$ cat config.mk
export PLATFORM = sky130hd
export DESIGN_NAME = merge_two_sorted_streams
export DESIGN_NICKNAME = d
export VERILOG_FILES = /design/src/design/mts_pkg.sv /design/src/design/mts_ram.sv /design/src/design/merge_two_sorted_streams.sv
export VERILOG_INCLUDE_DIRS = /design/src /design/src/design
export SDC_FILE = /design/constraint.sdc
export NUM_CORES = 1
export LEC_CHECK = 0
export BUFFER_PORTS_ARGS = -buffer_cell sky130_fd_sc_hd__buf_2
export CAP_MARGIN = 20
export CORE_MARGIN = 2
export CORE_UTILIZATION = 40
export CTS_CLUSTER_SIZE = 14
export DETAILED_ROUTE_END_ITERATION = 8
export PLACE_DENSITY = 0.58
export SYNTH_ARGS = -nofsm -noshare
export SYNTH_HDL_FRONTEND = slang
export SYNTH_HIERARCHICAL = 1
export SYNTH_SLANG_ARGS = --single-unit
$ cat constraint.sdc
create_clock -name clock -period 5.7 [get_ports clock]
set_input_delay 0.285 -clock clock [delete_from_list [all_inputs] [get_ports clock]]
set_output_delay 0.285 -clock clock [all_outputs]
set_load 0.01 [all_outputs]
$ cat src/design/merge_two_sorted_streams_macros.svh
// ----------------------------------------------------------------------------
// Assertion macros for the two-way sorted merge
// Concurrent checks that compile away when ASSERT_OFF is set.
// ----------------------------------------------------------------------------
`ifndef MERGE_TWO_SORTED_STREAMS_MACROS_SVH
`define MERGE_TWO_SORTED_STREAMS_MACROS_SVH

`ifndef ASSERT_OFF

// Check a property on every rising edge outside reset
`define MTS_ASSERT(lbl, clk, rst, prop, msg) \
   lbl: assert property (@(posedge clk) disable iff (rst) prop) else $error(msg);

// Check a property on every rising edge, reset included
`define MTS_ASSERT_ALWAYS(lbl, clk, prop, msg) \
   lbl: assert property (@(posedge clk) prop) else $error(msg);

`else

`define MTS_ASSERT(lbl, clk, rst, prop, msg)
`define MTS_ASSERT_ALWAYS(lbl, clk, prop, msg)

`endif

`endif

$ cat src/design/mts_pkg.sv
// ----------------------------------------------------------------------------
// Two-way sorted merge package
// Request and response types, function and status codes, sequencer states.
// ----------------------------------------------------------------------------
package mts_pkg;

   // Element width, fixed by the request and response formats
   localparam int unsigned DATA_WIDTH = 16;

   // Request function codes
   localparam logic [1:0] FUNC_PUSH     = 2'd0;
   localparam logic [1:0] FUNC_PUSH_END = 2'd1;
   localparam logic [1:0] FUNC_END      = 2'd2;
   localparam logic [1:0] FUNC_RSVD     = 2'd3;

   // Response status codes
   localparam logic [1:0] STATUS_ELEMENT    = 2'd0;
   localparam logic [1:0] STATUS_DROP_FULL  = 2'd1;
   localparam logic [1:0] STATUS_DROP_ENDED = 2'd2;

   // Source codes
   localparam logic SRC_A = 1'b0;
   localparam logic SRC_B = 1'b1;

   typedef struct packed {
      logic [1:0]            func;
      logic                  source;
      logic [DATA_WIDTH-1:0] value;
   } req_type;

   typedef struct packed {
      logic [DATA_WIDTH-1:0] out_value;
      logic                  from_source;
      logic [1:0]            status;
      logic                  run_last;
      logic                  merge_done;
   } rsp_type;

   typedef enum logic [1:0] {
      ST_IDLE,
      ST_READ,
      ST_PICK
   } state_type;

endpackage

$ cat src/design/mts_ram.sv
// ----------------------------------------------------------------------------
// Generic RAM
// One write port and one read port, read data registered.
// ----------------------------------------------------------------------------
module mts_ram #(
   parameter int unsigned WIDTH = 16,
   parameter int unsigned DEPTH = 32
) (
   input  logic                     clock,
   input  logic                     wr_en,
   input  logic [$clog2(DEPTH)-1:0] wr_addr,
   input  logic [WIDTH-1:0]         wr_data,
   input  logic [$clog2(DEPTH)-1:0] rd_addr,
   output logic [WIDTH-1:0]         rd_data
);

   logic [WIDTH-1:0] mem_ff [DEPTH];
   logic [WIDTH-1:0] rd_data_ff;

   // Write and registered read
   always_ff @(posedge clock) begin
      if (wr_en) begin
         mem_ff[wr_addr] <= wr_data;
      end
      rd_data_ff <= mem_ff[rd_addr];
   end

   assign rd_data = rd_data_ff;

endmodule

$ cat src/design/merge_two_sorted_streams.sv
// ----------------------------------------------------------------------------
// Two-way sorted merge
// Merges ascending streams A and B, buffered in two RAMs, into one stream.
// ----------------------------------------------------------------------------
// A request that causes no element leaves the sequencer idle; a drop
// response is loaded into the response register as the request is taken.
// Each merged element then passes through ST_READ, which reads both buffer
// heads from the RAMs (registered read), and ST_PICK, which compares them,
// loads the response register and advances the head; ST_PICK waits while
// the response channel stalls. New requests are taken only while the
// sequencer is idle and the response register is empty or being emptied in
// the same cycle, so a waiting response holds off every request. Each buffer
// holds DEPTH elements; no clearing pass is needed after reset.
// ----------------------------------------------------------------------------
`include "merge_two_sorted_streams_macros.svh"

module merge_two_sorted_streams #(
   parameter int unsigned DEPTH = 32
) (
   input  logic            clock,
   input  logic            reset,
   input  logic            req_valid,
   output logic            req_ready,
   input  mts_pkg::req_type req_data,
   output logic            rsp_valid,
   input  logic            rsp_ready,
   output mts_pkg::rsp_type rsp_data
);

   localparam int unsigned PTR_W = $clog2(DEPTH);
   localparam int unsigned CNT_W = $clog2(DEPTH + 1);
   localparam int unsigned DW    = mts_pkg::DATA_WIDTH;

   typedef logic [PTR_W-1:0] ptr_type;
   typedef logic [CNT_W-1:0] cnt_type;

   // Per-source control state, index 0 is A and 1 is B
   cnt_type cnt_ff   [2];
   cnt_type cnt_in   [2];
   ptr_type head_ff  [2];
   ptr_type head_in  [2];
   ptr_type tail_ff  [2];
   ptr_type tail_in  [2];
   logic    ended_ff [2];
   logic    ended_in [2];

   mts_pkg::state_type state_ff, state_in;
   logic               rsp_valid_ff, rsp_valid_in;
   mts_pkg::rsp_type   rsp_data_ff, rsp_data_in;

   logic          accept;
   logic          slot_free;
   logic          is_push, is_end, src;
   logic          drop_ended, drop_full, push_ok;
   cnt_type       acc_cnt   [2];
   logic          acc_ended [2];
   logic          acc_emit, acc_done;
   logic [DW-1:0] head_data [2];
   logic          pick;
   cnt_type       pop_cnt [2];
   logic          pop_emit, pop_done;
   logic          wr_en [2];

   function automatic ptr_type ptr_next(input ptr_type p);
      ptr_type r;
      if (p == ptr_type'(DEPTH - 1)) begin
         r = '0;
      end else begin
         r = p + ptr_type'(1);
      end
      return r;
   endfunction

   // True while the merge order of the next element is settled
   function automatic logic can_emit(input cnt_type ca, input cnt_type cb,
                                     input logic ea, input logic eb);
      logic r;
      r = ((ca != '0) && (cb != '0)) || ((ca != '0) && eb) || ((cb != '0) && ea);
      return r;
   endfunction

   assign slot_free = !rsp_valid_ff || rsp_ready;
   assign req_ready = (state_ff == mts_pkg::ST_IDLE) && slot_free;
   assign accept    = req_valid && req_ready;

   // Decode the request against the current buffer state
   always_comb begin
      src        = req_data.source;
      is_push    = (req_data.func == mts_pkg::FUNC_PUSH) ||
                   (req_data.func == mts_pkg::FUNC_PUSH_END);
      is_end     = (req_data.func == mts_pkg::FUNC_PUSH_END) ||
                   (req_data.func == mts_pkg::FUNC_END);
      drop_ended = is_push && ended_ff[src];
      drop_full  = is_push && !ended_ff[src] && (cnt_ff[src] == cnt_type'(DEPTH));
      push_ok    = is_push && !drop_ended && !drop_full;
      for (int s = 0; s < 2; s++) begin
         acc_cnt[s]   = cnt_ff[s];
         acc_ended[s] = ended_ff[s];
      end
      acc_cnt[src]   = cnt_ff[src] + cnt_type'(push_ok);
      acc_ended[src] = ended_ff[src] || is_end;
      acc_emit = can_emit(acc_cnt[0], acc_cnt[1], acc_ended[0], acc_ended[1]);
      acc_done = acc_ended[0] && acc_ended[1] && (acc_cnt[0] == '0) && (acc_cnt[1] == '0);
   end

   // Choose the smaller head, ties to A, and look one pop ahead
   always_comb begin
      if ((cnt_ff[0] != '0) && (cnt_ff[1] != '0)) begin
         pick = (head_data[0] > head_data[1]) ? mts_pkg::SRC_B : mts_pkg::SRC_A;
      end else begin
         pick = (cnt_ff[0] == '0) ? mts_pkg::SRC_B : mts_pkg::SRC_A;
      end
      for (int s = 0; s < 2; s++) begin
         pop_cnt[s] = cnt_ff[s];
      end
      pop_cnt[pick] = cnt_ff[pick] - cnt_type'(1);
      pop_emit = can_emit(pop_cnt[0], pop_cnt[1], ended_ff[0], ended_ff[1]);
      pop_done = ended_ff[0] && ended_ff[1] && (pop_cnt[0] == '0) && (pop_cnt[1] == '0);
   end

   // Sequencer next state
   always_comb begin
      state_in = state_ff;
      unique case (state_ff)
         mts_pkg::ST_IDLE: begin
            if (accept && acc_emit) begin
               state_in = mts_pkg::ST_READ;
            end
         end
         mts_pkg::ST_READ: begin
            state_in = mts_pkg::ST_PICK;
         end
         mts_pkg::ST_PICK: begin
            if (slot_free) begin
               state_in = pop_emit ? mts_pkg::ST_READ : mts_pkg::ST_IDLE;
            end
         end
         default: begin
            state_in = mts_pkg::ST_IDLE;
         end
      endcase
   end

   // Buffer pointers, counts and response register updates
   always_comb begin
      for (int s = 0; s < 2; s++) begin
         cnt_in[s]   = cnt_ff[s];
         head_in[s]  = head_ff[s];
         tail_in[s]  = tail_ff[s];
         ended_in[s] = ended_ff[s];
         wr_en[s]    = 1'b0;
      end
      rsp_valid_in = rsp_ready ? 1'b0 : rsp_valid_ff;
      rsp_data_in  = rsp_data_ff;
      unique case (state_ff)
         mts_pkg::ST_IDLE: begin
            if (accept) begin
               for (int s = 0; s < 2; s++) begin
                  cnt_in[s]   = acc_cnt[s];
                  ended_in[s] = acc_ended[s];
               end
               wr_en[src] = push_ok;
               if (push_ok) begin
                  tail_in[src] = ptr_next(tail_ff[src]);
               end
               // Report a dropped push ahead of any elements
               if (drop_ended || drop_full) begin
                  rsp_valid_in            = 1'b1;
                  rsp_data_in.out_value   = '0;
                  rsp_data_in.from_source = src;
                  rsp_data_in.status      = drop_ended ? mts_pkg::STATUS_DROP_ENDED
                                                       : mts_pkg::STATUS_DROP_FULL;
                  rsp_data_in.run_last    = !acc_emit;
                  rsp_data_in.merge_done  = 1'b0;
               end
               // Both sources ended with nothing left: ready for a new merge
               if (acc_done) begin
                  for (int s = 0; s < 2; s++) begin
                     ended_in[s] = 1'b0;
                     head_in[s]  = '0;
                     tail_in[s]  = '0;
                  end
               end
            end
         end
         mts_pkg::ST_READ: begin
         end
         mts_pkg::ST_PICK: begin
            if (slot_free) begin
               for (int s = 0; s < 2; s++) begin
                  cnt_in[s] = pop_cnt[s];
               end
               head_in[pick]           = ptr_next(head_ff[pick]);
               rsp_valid_in            = 1'b1;
               rsp_data_in.out_value   = head_data[pick];
               rsp_data_in.from_source = pick;
               rsp_data_in.status      = mts_pkg::STATUS_ELEMENT;
               rsp_data_in.run_last    = !pop_emit;
               rsp_data_in.merge_done  = pop_done;
               if (pop_done) begin
                  for (int s = 0; s < 2; s++) begin
                     ended_in[s] = 1'b0;
                     head_in[s]  = '0;
                     tail_in[s]  = '0;
                  end
               end
            end
         end
         default: begin
         end
      endcase
   end

   // Control registers
   always_ff @(posedge clock) begin
      if (reset) begin
         state_ff     <= mts_pkg::ST_IDLE;
         rsp_valid_ff <= 1'b0;
         for (int s = 0; s < 2; s++) begin
            cnt_ff[s]   <= '0;
            head_ff[s]  <= '0;
            tail_ff[s]  <= '0;
            ended_ff[s] <= 1'b0;
         end
      end else begin
         state_ff     <= state_in;
         rsp_valid_ff <= rsp_valid_in;
         for (int s = 0; s < 2; s++) begin
            cnt_ff[s]   <= cnt_in[s];
            head_ff[s]  <= head_in[s];
            tail_ff[s]  <= tail_in[s];
            ended_ff[s] <= ended_in[s];
         end
      end
   end

   // Response payload
   always_ff @(posedge clock) begin
      rsp_data_ff <= rsp_data_in;
   end

   // One buffer RAM per source, read at the head pointer
   for (genvar g = 0; g < 2; g++) begin : g_buf
      mts_ram #(
         .WIDTH (DW),
         .DEPTH (DEPTH)
      ) u_ram (
         .clock   (clock),
         .wr_en   (wr_en[g]),
         .wr_addr (tail_ff[g]),
         .wr_data (req_data.value),
         .rd_addr (head_ff[g]),
         .rd_data (head_data[g])
      );
   end

   assign rsp_valid = rsp_valid_ff;
   assign rsp_data  = rsp_data_ff;

   // Checks
   `MTS_ASSERT(a_cnt_bound, clock, reset,
      (cnt_ff[0] <= cnt_type'(DEPTH)) && (cnt_ff[1] <= cnt_type'(DEPTH)),
      "buffer count exceeds depth")
   `MTS_ASSERT(a_idle_settled, clock, reset,
      (state_ff == mts_pkg::ST_IDLE) |->
         !can_emit(cnt_ff[0], cnt_ff[1], ended_ff[0], ended_ff[1]),
      "idle with elements still to emit")
   `MTS_ASSERT(a_pick_nonempty, clock, reset,
      (state_ff == mts_pkg::ST_PICK) |-> ((cnt_ff[0] != '0) || (cnt_ff[1] != '0)),
      "pick with both buffers empty")
   `MTS_ASSERT(a_drop_not_done, clock, reset,
      (rsp_valid && (rsp_data.status != mts_pkg::STATUS_ELEMENT)) |-> !rsp_data.merge_done,
      "drop response marked as merge end")

endmodule

==> Implementation_results.wiki <==
{| class="wikitable"
! Metric !! Value
|-
| Count of different cell masters after synthesis || 72
|-
| DRC errors left || 0
|-
| Final RePlAce weighted congestion || 0.8661
|-
| Depth of the worst register-to-register path || 13
|-
| Arr. time, crit path || 4.95 ns
|-
| Cells after Synth || 2800
|-
| Largest fanout on the critical path || 10
|-
| Number of DRC violations after detailed-routing iteration 0 || 2353
|-
| Antenna violations before repair || 0
|-
| Part of the Yosys area used for sequential elements || 72.61%
|-
| Type of the most critical hold path || input pin to flop
|-
| CTS tree || done
|-
| Min-Delay Endpoint || rsp_valid$_SDFF_PP0_
|-
| Number of vias per cell || 5.500
|-
| GR met2 Demand/Resource || 29.94%
|-
| Worst path top cell family by delay || simple AND/OR/NAND/NOR gates
|-
| Startpoint type of the worst setup path || flop
|-
| Final Hold Vio Count || 0
|-
| Vias in the first global route || 24160
|-
| Count of endpoints failing setup in the final report || 0
|-
| Total number of vias || 24640
|-
| Number of sinks driven by the clock tree || 1114
|-
| Number of flops mapped to enable cells by yosys || 1045
|-
| Setup TNS || 0 ns
|-
| Worst slew margin relative to its limit || 29.22%
|-
| Clk Tree Root Cell || clkbuf_16
|-
| Number of I/O port buffers || 45
|-
| Number of cells in the finished layout apart from fillers || 4480
|-
| Post-synth design cell area || 0.04512 sq mm
|-
| Routed Wire Length || 110.0 mm
|-
| Reg-to-Reg End || tail_ff[1][4]$_SDFFE_PP0P_
|-
| Power per standard cell area || 336.7 mW/mm^2
|-
| Die Y || 339.9 microns
|-
| Most congested layer reported by global routing || met2
|-
| Post-detailed-route wirelength per cell || 24.55 microns
|-
| Synthesized net count || 2847
|-
| Worst path required time || 6.25 ns
|-
| Number of buffers created by CTS || 109
|-
| Layout area overhead || 11.91%
|-
| Worst stage delay on the critical path || 0.54 ns
|-
| Wire length of the first global-routing pass || 161.6 mm
|-
| Full die area || 0.1155 sq mm
|-
| Final critical-path required period || 4.401 ns
|-
| # fillers || 9606
|-
| Static leakage || 15.48 nW
|-
| Placed wire-length estimate || 64.08 mm
|-
| TritonRoute pass-1 iters || 6
|-
| Max Root-Sink Buffers || 3
|-
| Highest ir drop seen on vdd || 0.0002212 V
|-
| Largest clock skew in the final design || 0.02198 ns
|-
| Number of cells after detailed placement || 4286
|-
| Pin count of the biggest net entering global routing || 110
|-
| Starting density of the core || 40.22%
|-
| Cells on Worst Hold Path || 5
|-
| Final critical-path share of the clock period || 77.20%
|-
| Yosys warns || 6
|-
| Worst-skew pair later-pin latency || 0.69 ns
|-
| FMAX || 0.2272 GHz
|-
| Kind of end point of the critical path || flop
|-
| Final-stage net count || 2945
|-
| GRT Total Usage || 18.73%
|-
| Cell-by-cell listing of the critical path || or3_1 -> a2bb2oi_1 -> nor4_1 -> nor2_1 -> ha_1 -> ha_1 -> a211o_1 -> a221oi_2 -> a31oi_1 -> and2_1 -> nand2b_1 -> nor2_1 -> o21ai_0
|-
| Cell at the slowest stage of the critical path || nor4_1
|-
| Portion of synthesized cell area occupied by the leading cell type || 69.55%
|-
| Remaining Overflow, GRT || 0
|-
| Clock slew at the register clock pins of the worst setup and hold paths || 0.06 ns
|-
| Startpoint-to-endpoint class of the critical path || flop to flop
|-
| Number of synthesized register bits || 1114
|-
| Max_cap viols || 0
|-
| Avg Synthesized Cell Area || 16.11 sq um
|-
| Cell types occupying the most area after synthesis || edfxtp_1, mux2i_1, dfxtp_1, a22oi_1, a22o_1
|-
| Number of rows created at floorplan || 123
|-
| H-tree levels || 3
|-
| Ys async rst share || 0%
|-
| Setup slack on the worst flop-to-flop path || 1.30 ns
|-
| WP buf/inv || 0
|-
| Global-route track usage on met1 || 26.37%
|-
| Post-CTS setup-driven buffer insertion count || 0
|-
| Most used flip-flop cell after synthesis || edfxtp_1
|-
| RSZ-0062 raised after global routing || no
|-
| Met3 Usage GRT || 3.239%
|-
| Yosys top cell by area || edfxtp_1
|-
| Share of post-route cells with drive strength above 1 || 11.38%
|-
| Slew Limit Fails || 0
|-
| Remaining antenna violation count after routing || 0
|-
| Worst Min Path Start || req_valid
|-
| Startpoint of the lowest-slack register-to-register path || cnt_ff[1][3]$_SDFFE_PP0P_
|-
| I/O pin cnt || 46
|-
| Status || complete, no violations
|-
| Area of the placeable core || 0.1122 sq mm
|-
| Die X-Extent || 339.9 microns
|-
| Worst Tran Pin Value || 1.059 ns
|}
==> worst register-to-register path, stage by stage, from the launching register on <==
cell,delay (ns)
dfxtp_1,0.41
or3_1,0.45
a2bb2oi_1,0.16
nor4_1,0.54
nor2_1,0.17
ha_1,0.27
ha_1,0.27
a211o_1,0.33
a221oi_2,0.47
a31oi_1,0.31
and2_1,0.25
nand2b_1,0.21
nor2_1,0.24
o21ai_0,0.17
==> worst max-delay path by stage <==
stage | start | cells after the start | to
global route | cnt_ff[1][3]$_SDFFE_PP0P_ | 13 | tail_ff[1][4]$_SDFFE_PP0P_
finish | cnt_ff[1][3]$_SDFFE_PP0P_ | 13 | tail_ff[1][4]$_SDFFE_PP0P_
CTS | cnt_ff[1][3]$_SDFFE_PP0P_ | 13 | tail_ff[1][4]$_SDFFE_PP0P_
detailed placement | req_data[16] | 14 | tail_ff[1][4]$_SDFFE_PP0P_
floorplan | g_buf[1].u_ram/rd_data[13]$_DFF_P_ | 17 | head_ff[0][3]$_SDFFE_PP0P_
global placement | req_data[16] | 14 | tail_ff[1][3]$_SDFFE_PP0P_
==> registers in the layout, summed over array words and instances, names as in the netlist <==
name,count
rsp_valid,1
ended_ff,2
g_buf.u_ram/rd_data,32
g_buf.u_ram/mem_ff,1024
tail_ff,10
cnt_ff,12
rsp_data,21
head_ff,10
state_ff,2
==> area by class of cell <==
| cell class | count | area [sq um] | share of cell area, % |
|---|---|---|---|
| Antenna cell | 1 | 2.502 | 0.004956 |
| Sequential cell | 1114 | 32770 | 64.90 |
| Clock inverter | 59 | 680.7 | 1.348 |
| Timing Repair Buffer | 156 | 1111 | 2.200 |
| Tap cell | 1500 | 1877 | 3.717 |
| Clock buffer | 133 | 2869 | 5.682 |
| Multi-Input combinational cell | 1486 | 11070 | 21.92 |
| Inverter | 31 | 116.4 | 0.2304 |
==> synth_stat cells (8+ instances only) <==
cell and instances:
nor2_1 104, buf_12 10, dfxtp_1 69, mux2i_1 526, xnor2_1 9, buf_4 38
edfxtp_1 1045, a22oi_1 128, nand2_1 141, a21oi_1 103, nor3_1 53, o21ai_0 30
buf_8 12, nand2b_1 8, inv_1 31, a31oi_1 35, nand3b_1 10, nor2b_1 11
a22o_1 65, ha_1 24, clkbuf_1 54, nand3_1 93, buf_2 39, nand4_1 38
or3_1 8, buf_6 12
==> routing by layer <==
layer  vias to the layer above  wire length, microns
met5                         -                     0
met4                         0                  2595
met3                       150                  6824
met2                       741                 52020
met1                     12590                 48520
li1                      11160                     -
==> cells in the final DEF, fill, tap and decap left out, drive strengths merged, types with 9 or more instances in the layout <==
master / instances
dfxtp: 69
nand3b: 10
clkinv: 41
a22oi: 128
a22o: 65
buf: 155
nor2b: 11
inv: 34
ha: 24
bufinv: 13
mux2i: 526
edfxtp: 1045
a21oi: 104
nand2: 141
a31oi: 35
nand4: 38
nor3: 53
nor2: 106
o21ai: 32
clkbuf: 133
nand3: 94
xnor2: 9
==> kinds of logic (layout without fill, tap and decap cells) <==
kind of cell | after synthesis | after routing | synth area share, %
flip-flops | 1114 | 1114 | 72.61
AND/OR/NAND/NOR | 506 | 506 | 5.394
XOR/XNOR | 12 | 12 | 0.2330
adder cells (fa/ha/maj) | 24 | 24 | 0.6655
other | 0 | 1 | 0
AO/OA/AOI/OAI | 413 | 413 | 6.359
multiplexers | 531 | 531 | 11.79
buffers and inverters | 200 | 379 | 2.948
==> through the flow <==
stage | power, mW | hold WS (ns) | cell area (sq um) | worst slack [ns] | util, %
2_1_floorplan | 9.692 | 0.3839 | 45120 | 1.916 | -
3_3_place_gp | 10.01 | 0.5245 | 46920 | 1.096 | 41.82
3_5_place_dp | 10.03 | 0.5607 | 46930 | 0.8934 | 41.83
4_1_cts | 17.15 | 0.06472 | 50490 | 1.357 | 45.01
5_1_grt | 17.53 | 0.1299 | 50490 | 1.024 | 45.01
6_report | 17.00 | 0.09566 | 50490 | 1.299 | 45.01
==> power breakdown <==
part	switching [mW]	total, mW	internal [mW]
combinational	0.564	0.813	0.248
clock	2.99	7.15	4.16
sequential	0.0533	9.04	8.99
==> what timing repair did <==
item / 4_1_cts / 5_1_grt
resized for setup: 0 / 0
endpoints found under the hold margin: 2 / 0
hold buffers: 1 / 0
No activity file was read; power rests on OpenSTA's default activity.
